File: src/design/vcrp_pkg.sv
// Package for the video chip register port.
// Holds the register numbers, access codes, address constants and the
// structs shared by the port's modules. Depends on nothing.
package vcrp_pkg;

    // Access codes.
    localparam logic OP_READ  = 1'b0;
    localparam logic OP_WRITE = 1'b1;

    // Register numbers of the eight-register window.
    localparam logic [2:0] REG_CTRL     = 3'd0;
    localparam logic [2:0] REG_MASK     = 3'd1;
    localparam logic [2:0] REG_STATUS   = 3'd2;
    localparam logic [2:0] REG_OAM_ADDR = 3'd3;
    localparam logic [2:0] REG_OAM_DATA = 3'd4;
    localparam logic [2:0] REG_SCROLL   = 3'd5;
    localparam logic [2:0] REG_ADDR     = 3'd6;
    localparam logic [2:0] REG_DATA     = 3'd7;

    localparam int SPRITE_BYTES    = 256;
    localparam int PALETTE_ENTRIES = 32;
    localparam int SPR_AW          = $clog2(SPRITE_BYTES);
    localparam int PAL_AW          = $clog2(PALETTE_ENTRIES);

    localparam logic [14:0] PALETTE_BASE = 15'h3F00;

    // One bus access as it sits in the input register.
    typedef struct packed {
        logic       opcode;
        logic [2:0] reg_sel;
        logic [7:0] wdata;
        logic       vblank_flag;
        logic       sprite_zero_hit;
        logic       sprite_overflow;
        logic [7:0] buffered_read;
    } t_item;

    // One result word.
    typedef struct packed {
        logic [7:0]  read_data;
        logic        vram_write_en;
        logic [14:0] vram_write_addr;
        logic [7:0]  vram_write_byte;
        logic [14:0] temp_address;
        logic [2:0]  fine_x_scroll;
        logic        toggle_out;
        logic [7:0]  control_bits;
        logic [7:0]  mask_bits;
    } t_result;

    // Sprite attribute memory access for one cycle.
    typedef struct packed {
        logic              wr_en;
        logic [SPR_AW-1:0] wr_addr;
        logic [7:0]        wr_data;
        logic [SPR_AW-1:0] rd_addr;
    } t_spr_req;

endpackage

File: src/design/vcrp_sprite_ram.sv
// Sprite attribute memory of the video chip register port.
// One write port and one registered read port. Uses vcrp_pkg.
module vcrp_sprite_ram (
    input  logic               i_clk,
    input  vcrp_pkg::t_spr_req i_req,
    output logic [7:0]         o_rdata
);

    logic [7:0] r_mem [vcrp_pkg::SPRITE_BYTES];
    logic [7:0] r_rdata;

    always_ff @(posedge i_clk) begin
        if (i_req.wr_en) begin
            r_mem[i_req.wr_addr] <= i_req.wr_data;
        end
        r_rdata <= r_mem[i_req.rd_addr];
    end

    assign o_rdata = r_rdata;

endmodule

File: src/design/vcrp_regfile.sv
// Register-side state of the video chip register port and its update logic.
// Decodes one access, updates the state and forms the result word.
// Uses vcrp_pkg; drives the sprite memory in vcrp_sprite_ram.
module vcrp_regfile (
    input  logic               i_clk,
    input  logic               i_rst_n,
    input  logic               i_go,
    input  vcrp_pkg::t_item    i_item,
    input  logic [7:0]         i_spr_rdata,
    output vcrp_pkg::t_spr_req o_spr_req,
    output vcrp_pkg::t_result  o_result
);

    logic [7:0]  r_bus_latch,   n_bus_latch;
    logic        r_toggle,      n_toggle;
    logic [14:0] r_temp_addr,   n_temp_addr;
    logic [14:0] r_cur_addr,    n_cur_addr;
    logic [2:0]  r_fine_x,      n_fine_x;
    logic [7:0]  r_ctrl,        n_ctrl;
    logic [7:0]  r_mask,        n_mask;
    logic [vcrp_pkg::SPR_AW-1:0] r_sprite_addr, n_sprite_addr;

    logic [7:0] r_palette [vcrp_pkg::PALETTE_ENTRIES];

    logic                        pal_we;
    logic [vcrp_pkg::PAL_AW-1:0] pal_idx;
    logic                        spr_we;
    logic                        req;
    logic [14:0]                 req_addr;
    logic [7:0]                  req_byte;
    logic [7:0]                  wd;

    assign wd = i_item.wdata;

    always_comb begin
        n_bus_latch   = r_bus_latch;
        n_toggle      = r_toggle;
        n_temp_addr   = r_temp_addr;
        n_cur_addr    = r_cur_addr;
        n_fine_x      = r_fine_x;
        n_ctrl        = r_ctrl;
        n_mask        = r_mask;
        n_sprite_addr = r_sprite_addr;
        pal_we        = 1'b0;
        pal_idx       = r_cur_addr[vcrp_pkg::PAL_AW-1:0];
        spr_we        = 1'b0;
        req           = 1'b0;
        req_addr      = '0;
        req_byte      = '0;
        if (i_go) begin
            if (i_item.opcode == vcrp_pkg::OP_READ) begin
                unique case (i_item.reg_sel)
                    vcrp_pkg::REG_STATUS: begin
                        n_bus_latch = {i_item.vblank_flag, i_item.sprite_zero_hit,
                                       i_item.sprite_overflow, r_bus_latch[4:0]};
                        n_toggle    = 1'b0;
                    end
                    vcrp_pkg::REG_OAM_DATA: n_bus_latch = i_spr_rdata;
                    vcrp_pkg::REG_DATA:     n_bus_latch = i_item.buffered_read;
                    default: ;
                endcase
            end else begin
                n_bus_latch = wd;
                unique case (i_item.reg_sel)
                    vcrp_pkg::REG_CTRL: begin
                        n_ctrl             = wd;
                        n_temp_addr[11:10] = wd[1:0];
                    end
                    vcrp_pkg::REG_MASK:     n_mask = wd;
                    vcrp_pkg::REG_OAM_ADDR: n_sprite_addr = wd;
                    vcrp_pkg::REG_OAM_DATA: begin
                        spr_we        = 1'b1;
                        n_sprite_addr = r_sprite_addr + {{(vcrp_pkg::SPR_AW-1){1'b0}}, 1'b1};
                    end
                    vcrp_pkg::REG_SCROLL: begin
                        if (!r_toggle) begin
                            n_fine_x         = wd[2:0];
                            n_temp_addr[4:0] = wd[7:3];
                        end else begin
                            n_temp_addr[14:12] = wd[2:0];
                            n_temp_addr[9:5]   = wd[7:3];
                        end
                        n_toggle = ~r_toggle;
                    end
                    vcrp_pkg::REG_ADDR: begin
                        // The high byte write also clears bit 14.
                        if (!r_toggle) begin
                            n_temp_addr = {1'b0, wd[5:0], r_temp_addr[7:0]};
                        end else begin
                            n_temp_addr = {r_temp_addr[14:8], wd};
                            n_cur_addr  = n_temp_addr;
                        end
                        n_toggle = ~r_toggle;
                    end
                    vcrp_pkg::REG_DATA: begin
                        if (r_cur_addr < vcrp_pkg::PALETTE_BASE) begin
                            req      = 1'b1;
                            req_addr = r_cur_addr;
                            req_byte = wd;
                        end else begin
                            // Backdrop entries of the sprite palettes mirror the
                            // background ones.
                            pal_we = 1'b1;
                            if (r_cur_addr[1:0] == 2'b00) begin
                                pal_idx = {1'b0, r_cur_addr[3:0]};
                            end
                        end
                    end
                    default: ;
                endcase
            end
        end
    end

    always_ff @(posedge i_clk) begin
        if (!i_rst_n) begin
            r_bus_latch   <= '0;
            r_toggle      <= 1'b0;
            r_temp_addr   <= '0;
            r_cur_addr    <= '0;
            r_fine_x      <= '0;
            r_ctrl        <= '0;
            r_mask        <= '0;
            r_sprite_addr <= '0;
        end else begin
            r_bus_latch   <= n_bus_latch;
            r_toggle      <= n_toggle;
            r_temp_addr   <= n_temp_addr;
            r_cur_addr    <= n_cur_addr;
            r_fine_x      <= n_fine_x;
            r_ctrl        <= n_ctrl;
            r_mask        <= n_mask;
            r_sprite_addr <= n_sprite_addr;
        end
    end

    always_ff @(posedge i_clk) begin
        if (pal_we) begin
            r_palette[pal_idx] <= wd;
        end
    end

    // The read address follows the next sprite address, so the registered
    // read data always matches the current one. A write never hits the
    // address read in the same cycle, since the address then moves on.
    always_comb begin
        o_spr_req.wr_en   = spr_we;
        o_spr_req.wr_addr = r_sprite_addr;
        o_spr_req.wr_data = wd;
        o_spr_req.rd_addr = n_sprite_addr;
    end

    always_comb begin
        o_result.read_data       = n_bus_latch;
        o_result.vram_write_en   = req;
        o_result.vram_write_addr = req_addr;
        o_result.vram_write_byte = req_byte;
        o_result.temp_address    = n_temp_addr;
        o_result.fine_x_scroll   = n_fine_x;
        o_result.toggle_out      = n_toggle;
        o_result.control_bits    = n_ctrl;
        o_result.mask_bits       = n_mask;
    end

endmodule

File: src/design/video_chip_register_port_unit.sv
// Video chip register port: an input register, the register-side state with
// its decode logic, and a result register. Uses vcrp_pkg, vcrp_regfile and
// vcrp_sprite_ram.
//
// Takes one CPU access to the eight-register window per word and returns one
// result word per access. A new word is taken in every cycle while results
// are taken; a word is held in the input register and appears at the output
// when it moves into the result register. The state update and the sprite
// memory read both happen in the decode step between the two registers.
// o_in_stall rises only while a result waits and the output is stalled.
// Palette memory and sprite memory hold no defined contents until written.
module video_chip_register_port_unit (
    input  logic        i_clk,
    input  logic        i_rst_n,
    input  logic        i_in_valid,
    output logic        o_in_stall,
    input  logic        i_opcode,
    input  logic [2:0]  i_reg_sel,
    input  logic [7:0]  i_wdata,
    input  logic        i_vblank_flag,
    input  logic        i_sprite_zero_hit,
    input  logic        i_sprite_overflow,
    input  logic [7:0]  i_buffered_read,
    output logic        o_out_valid,
    input  logic        i_out_stall,
    output logic [7:0]  o_read_data,
    output logic        o_vram_write_en,
    output logic [14:0] o_vram_write_addr,
    output logic [7:0]  o_vram_write_byte,
    output logic [14:0] o_temp_address,
    output logic [2:0]  o_fine_x_scroll,
    output logic        o_toggle_out,
    output logic [7:0]  o_control_bits,
    output logic [7:0]  o_mask_bits
);

    logic              r_in_valid;
    vcrp_pkg::t_item   r_in;
    logic              r_out_valid;
    vcrp_pkg::t_result r_out;

    logic               adv;
    logic               accept;
    vcrp_pkg::t_result  result;
    vcrp_pkg::t_spr_req spr_req;
    logic [7:0]         spr_rdata;

    assign adv        = r_in_valid && (!r_out_valid || !i_out_stall);
    assign o_in_stall = r_in_valid && !adv;
    assign accept     = i_in_valid && !o_in_stall;

    always_ff @(posedge i_clk) begin
        if (!i_rst_n) begin
            r_in_valid  <= 1'b0;
            r_out_valid <= 1'b0;
        end else begin
            if (accept) begin
                r_in_valid <= 1'b1;
            end else if (adv) begin
                r_in_valid <= 1'b0;
            end
            if (adv) begin
                r_out_valid <= 1'b1;
            end else if (!i_out_stall) begin
                r_out_valid <= 1'b0;
            end
        end
    end

    always_ff @(posedge i_clk) begin
        if (accept) begin
            r_in.opcode          <= i_opcode;
            r_in.reg_sel         <= i_reg_sel;
            r_in.wdata           <= i_wdata;
            r_in.vblank_flag     <= i_vblank_flag;
            r_in.sprite_zero_hit <= i_sprite_zero_hit;
            r_in.sprite_overflow <= i_sprite_overflow;
            r_in.buffered_read   <= i_buffered_read;
        end
        if (adv) begin
            r_out <= result;
        end
    end

    vcrp_regfile u_regfile (
        .i_clk       (i_clk),
        .i_rst_n     (i_rst_n),
        .i_go        (adv),
        .i_item      (r_in),
        .i_spr_rdata (spr_rdata),
        .o_spr_req   (spr_req),
        .o_result    (result)
    );

    vcrp_sprite_ram u_sprite_ram (
        .i_clk   (i_clk),
        .i_req   (spr_req),
        .o_rdata (spr_rdata)
    );

    assign o_out_valid       = r_out_valid;
    assign o_read_data       = r_out.read_data;
    assign o_vram_write_en   = r_out.vram_write_en;
    assign o_vram_write_addr = r_out.vram_write_addr;
    assign o_vram_write_byte = r_out.vram_write_byte;
    assign o_temp_address    = r_out.temp_address;
    assign o_fine_x_scroll   = r_out.fine_x_scroll;
    assign o_toggle_out      = r_out.toggle_out;
    assign o_control_bits    = r_out.control_bits;
    assign o_mask_bits       = r_out.mask_bits;

endmodule

File: config.mk
export PLATFORM = sky130hd
export DESIGN_NAME = video_chip_register_port_unit
export DESIGN_NICKNAME = d
export VERILOG_FILES = /design/src/design/vcrp_pkg.sv /design/src/design/vcrp_sprite_ram.sv /design/src/design/vcrp_regfile.sv /design/src/design/video_chip_register_port_unit.sv
export SDC_FILE = /design/constraint.sdc
export NUM_CORES = 2
export LEC_CHECK = 0
export ABC_AREA = 1
export BUFFER_PORTS_ARGS = -buffer_cell sky130_fd_sc_hd__buf_4
export CORE_UTILIZATION = 55
export DETAILED_ROUTE_END_ITERATION = 7
export PLACE_DENSITY_LB_ADDON = 0.3
export SLEW_MARGIN = 40
export SYNTH_ARGS = -nofsm -noshare
export SYNTH_HDL_FRONTEND = slang
export SYNTH_HIERARCHICAL = 1
export SYNTH_SLANG_ARGS = --single-unit
File: constraint.sdc
create_clock -name i_clk -period 9.8 [get_ports i_clk]
set_input_delay 1.96 -clock i_clk [delete_from_list [all_inputs] [get_ports i_clk]]
set_output_delay 1.96 -clock i_clk [all_outputs]
set_load 0.05 [all_outputs]
[Word-level counts from Yosys, hierarchy flattened]
Memory sizes are Yosys's and may differ from the RTL's. A register that Yosys moved wholly into a read port is not among the register bits.
Cells that the tools add are included.
Word-level totals
  bits in registers: 158
  latch bits: 0
  bits in writable memories: 2048
  ROM bits: 0
  bits of input ports: 27
  output and inout bits: 69
  logic and storage cells: 91
  memories: 1
Operators by class
  $add $sub $neg: 1
  $mul: 0
  div/mod/pow operators: 0
  $lt $le $gt $ge: 1
  equal/unequal tests: 8
  shift operators: 0
  mux-type cells: 39
  bitwise logic cells: 1
  reductions and logical operators: 14
Memory list
  u_sprite_ram.r_mem: words 256, width 8, read ports 1, clocked after memory_dff 1, write ports 1, RTL line vcrp_sprite_ram.sv:9  | logic [7:0] r_mem [vcrp_pkg::SPRITE_BYTES];
Operators by type and width (number)
  $mux 8: 10
  $mux 15: 3
  $pmux 8 s3: 1
  $pmux 10 s2: 1
  $pmux 8 s2: 1
  $lt 15x14->1 const B: 1
  $mux 3: 5
  $mux 1: 14
  $eq 3x3->1 const B: 4
  $mux 5: 2
  $add 8x1->8 const B: 1
  $eq 3x2->1 const B: 2
  $pmux 3 s2: 1
  $logic_not 1->1: 4
  $pmux 2 s2: 1
  $reduce_and 4->1: 1
  $eq 3x1->1 const B: 1
  $logic_and 1x1->1: 3
  $logic_not 3->1: 1
  $reduce_and 3->1: 1
  $ne 2x1->1 const B: 1
  $reduce_and 2->1: 1
  $reduce_bool 2->1: 1
  $reduce_or 2->1: 1
  other kinds (2): 2

[Longest topological paths before layout]
  depth in word-level cells: 8
  depth in mapped cells: 23
  depth with buffers taken out: 19

[Cells and area by module]
The synthesis kept the hierarchy.
By module, submodules not included
  vcrp_sprite_ram: times used 1, cells each 7003, area each 83396.2 um^2
  vcrp_regfile: times used 1, cells each 593, area each 3753.6 um^2
  video_chip_register_port_unit: times used 1, cells each 103, area each 2797.7 um^2

[Least setup slack after synthesis]
Ideal clock, no wire load.
  kind: input-to-reg
  from: input port i_out_stall
  to: register u_sprite_ram.r_rdata[2], in the netlist u_sprite_ram/o_rdata[2] (read register of u_sprite_ram.r_mem)
  data arrival time: 7.892 ns
  required time: 9.688 ns
  setup slack: 1.796 ns
  cell stages on the path: 16
  buffers on the path: 2
  cells stage by stage: a21oi_1 nand2_4 nor3_1 nor2_2 o21ai_0 nand2_1 inv_1 clkbuf_1 clkbuf_1 nand3_1 nand3_1 nand3_1 nand3_1 nand2_1 nand2_1 nand2_1
RTL lines
  from (decl): RTL line video_chip_register_port_unit.sv:25  | input logic i_out_stall,
  to (decl): RTL line vcrp_sprite_ram.sv:10  | logic [7:0] r_rdata;

==> flow_summary.yaml <==
yosys:
  yosys-top-cells-area: "edfxtp_1 (71%), nand3_1 (11%), nand2_1 (9.4%)"
  ys_types: 42
  synth_top_area_share_pct: 71.4
  async_flop_share_pct: 0
  synth_fp_nets: 7727
  ys_ff_latch: 2214
  ys_seq_area_share_pct: 73.1
  synth-edff-count: 2138
  yosysTopAreaCell: "edfxtp_1"
  ys.flop_type: "edfxtp_1"
  netlist_area_mm2: 0.0899
  syn_avg_cell_area_um2: 11.7
  yosys_warnings: 6
  syn-instance-count: 7699
critical_path:
  path_cells: "nor2_1 -> nand2_1 -> nor2_4 -> nor2_2 -> nand2_1 -> nand2_4 -> inv_16 -> buf_16 -> buf_12 -> nand2_1 -> nand3_1 -> nand3_1 -> nand3_1 -> nand3_1 -> nand3_1 -> nand3_1 -> nand2_1 -> nand2_1 -> nand2_1"
  crit-reg2reg-capture: "u_sprite_ram/o_rdata[7]"
  reg2regPathDepth: 19
  max_stage_delay_ns: 0.63
  slowest_stage: "nor2_1"
  cp_num_buf_inv: 3
  worstPathRequired_ns: 10.55
  cp_top_family: "simple AND/OR/NAND/NOR gates"
  critPathKind: "flip-flop to flip-flop"
  rr_startpoint: "r_in[20]"
  cp-start-kind: "flip-flop"
  cp.arrival_ns: 7.12
  crit_path_end_kind: "flip-flop"
  r2r_slack_ns: 3.43
  crit_fanout: 152
sta:
  clock-skew-final_ns: 0.0346
  rsz0062_at_grt: "no"
  fmax_ghz: 0.157
  fin_tns_setup_ns: 0
  post-route-min-period_ns: 6.37
  fin_crit_sh_pct: 65.0
  drv_slew: 0
  hold_ws_ns: 0.464
  max_slew.worst_pin.slew_ns: 0.923
  setup_violations: 0
  max_slew_margin_pct: 38.2
  finalHoldViolCount: 0
pwr:
  ir_drop_mv: 0.185
  p_per_area_mw_per_mm2: 192
  power.leakage_nw: 34.2
clock_tree:
  holdBufCountCts: 0
  cts_made_buffers: 213
  tritoncts: "built"
  cts_buffer_depth: 3
  cts.repair.resized: 0
  ctsHtreeMaxLevel: 4
  clkSinkCount: 2214
  clkTransAtPathRegs_ns: 0.06
  post_cts_buffers: 0
  clk_latency_ns: 0.85
  root_buffer: "clkbuf_16"
worst_hold_path:
  hp-start: "u_regfile/r_cur_addr[7]"
  min_path_type: "flip-flop to flip-flop"
  holdPathEnd: "u_regfile/r_cur_addr[7]"
  min_path_cells: 2
global_route:
  grt_pass1_wl_mm: 347
  grt.overflow.total: 0
  grtUsageTotal_pct: 28.0
  antenna_found_initial: 2
  grt_start_max_net_pins: 181
  grt_pass1_vias: 56100
floorplan:
  die_area_mm2: 0.165
  die_x_um: 406
  core_mm2: 0.163
  pin_count: 96
  die_h_um: 406
  rows: 148
  start_util_pct: 55.3
layout:
  fin_nets: 7613
  drive_gt1_share_pct: 7.10
  layout_commonest_cell: "nand2_1"
  num-fill-cells: 12600
  area_growth_pct: 9.66
  mostFrequentLayoutCells: "nand2_1 (2253), edfxtp_1 (2138), nand3_1 (2050)"
flow_run:
  cap_viol_max_count: 0
place:
  routabilityCongestion: 0.863
  port_buffers: 95
  dp_hpwl_mm: 129
routing:
  vias: 59900
  ant_nets: 0
  wirelength_mm: 234
  drc_errors: 0
  wl_per_cell_um: 23.5
  dr.pass1.iters: 7
  viasPerCell: 6.03
  drt_iter0_drc: 7993
run_status:
  status: "complete, no violations"
[routing by layer]
| layer | global-route usage (%) | up-vias | routed length (µm) |
|---|---|---|---|
| met3 | 5.65 | 482 | 24300 |
| li1 | - | 27000 | - |
| met2 | 44.0 | 3268 | 110000 |
| met1 | 38.4 | 29200 | 90300 |
| met5 | 0 | - | 11 |
| met4 | 11.1 | 2 | 9310 |
[flip-flops by register name (all words and copies together) (netlist names), 15 cells and up]
name / cells
r_in: 23
u_regfile/r_temp_addr: 15
u_sprite_ram/r_mem: 2048
o_temp_address: 15
o_vram_write_addr: 15
u_regfile/r_cur_addr: 15
[worst max-delay path by stage]
stage | endpoint | slack, ns | cells after the start | from
detailed placement | u_sprite_ram/o_rdata[1] | 2.79 | 20 | i_out_stall
CTS | u_sprite_ram/o_rdata[1] | 3.59 | 19 | r_in[20]
finish | u_sprite_ram/o_rdata[7] | 3.43 | 19 | r_in[20]
global route | u_sprite_ram/o_rdata[2] | 3.08 | 19 | r_in[20]
floorplan | u_sprite_ram/o_rdata[2] | 1.80 | 16 | i_out_stall
global placement | u_sprite_ram/o_rdata[3] | 2.96 | 19 | i_out_stall
[cell families (layout without fill, tap and decap cells)]
logic type | count (synthesis) | after routing | synth area share (%)
XOR/XNOR | 1 | 1 | 0.00974
other | 1 | 8 | 0.00417
AO/OA/AOI/OAI | 120 | 120 | 0.739
adder cells (fa/ha/maj) | 1 | 1 | 0.0139
flip-flops | 2214 | 2214 | 73.1
AND/OR/NAND/NOR | 4713 | 4713 | 22.7
buffers and inverters | 649 | 713 | 3.50
[per-stage QoR]
stage          total power [W]  setup slack [ns]  instances  utilization (%)  cell area (µm²)
3_3_place_gp            0.0113              2.96       9540             56.4            91700
4_1_cts                 0.0190              3.59       9935             60.5            98400
6_report                0.0190              3.43       9945             60.7            98600
3_5_place_dp            0.0113              2.79       9542             56.5            91800
2_1_floorplan           0.0110              1.80       7699                -            89900
5_1_grt                 0.0194              3.08       9938             60.7            98600
[power breakdown]
group          switching, W  internal, W  total (W)
Clock               0.00342      0.00444    0.00786
Sequential        0.0000218       0.0104     0.0104
Combinational      0.000527     0.000145   0.000672
Total               0.00397       0.0150     0.0190
[layout make-up]
class / instances / area [µm²] / area share [%]
Tap cell: 2175 / 2720 / 2.76
Inverter: 129 / 527 / 0.534
Timing Repair Buffer: 191 / 1770 / 1.79
Multi-Input combinational cell: 4836 / 21200 / 21.5
Sequential cell: 2214 / 65700 / 66.6
Antenna cell: 7 / 17.5 / 0.0178
Clock inverter: 98 / 787 / 0.798
Clock buffer: 295 / 5850 / 5.93
[Yosys cell counts (all sizes together), types with 7 or more instances]
cell type / instances
nand2: 2265
edfxtp: 2138
nand3: 2053
buf: 396
nor2: 365
inv: 128
clkbuf: 124
dfxtp: 76
a21oi: 49
o21ai: 44
nand4: 9
nor3: 8
or2: 8
a31oi: 7
o22ai: 7
[worst register-to-register path, delay by kind of cell, from the launching register on]
kind / cells / cell delay (ns)
and+or+nand+nor: 16 / 4.06
buffers and inverters: 3 / 1.61
DFF: 1 / 0.59
Note: power is estimated with default switching activity, not from simulation.
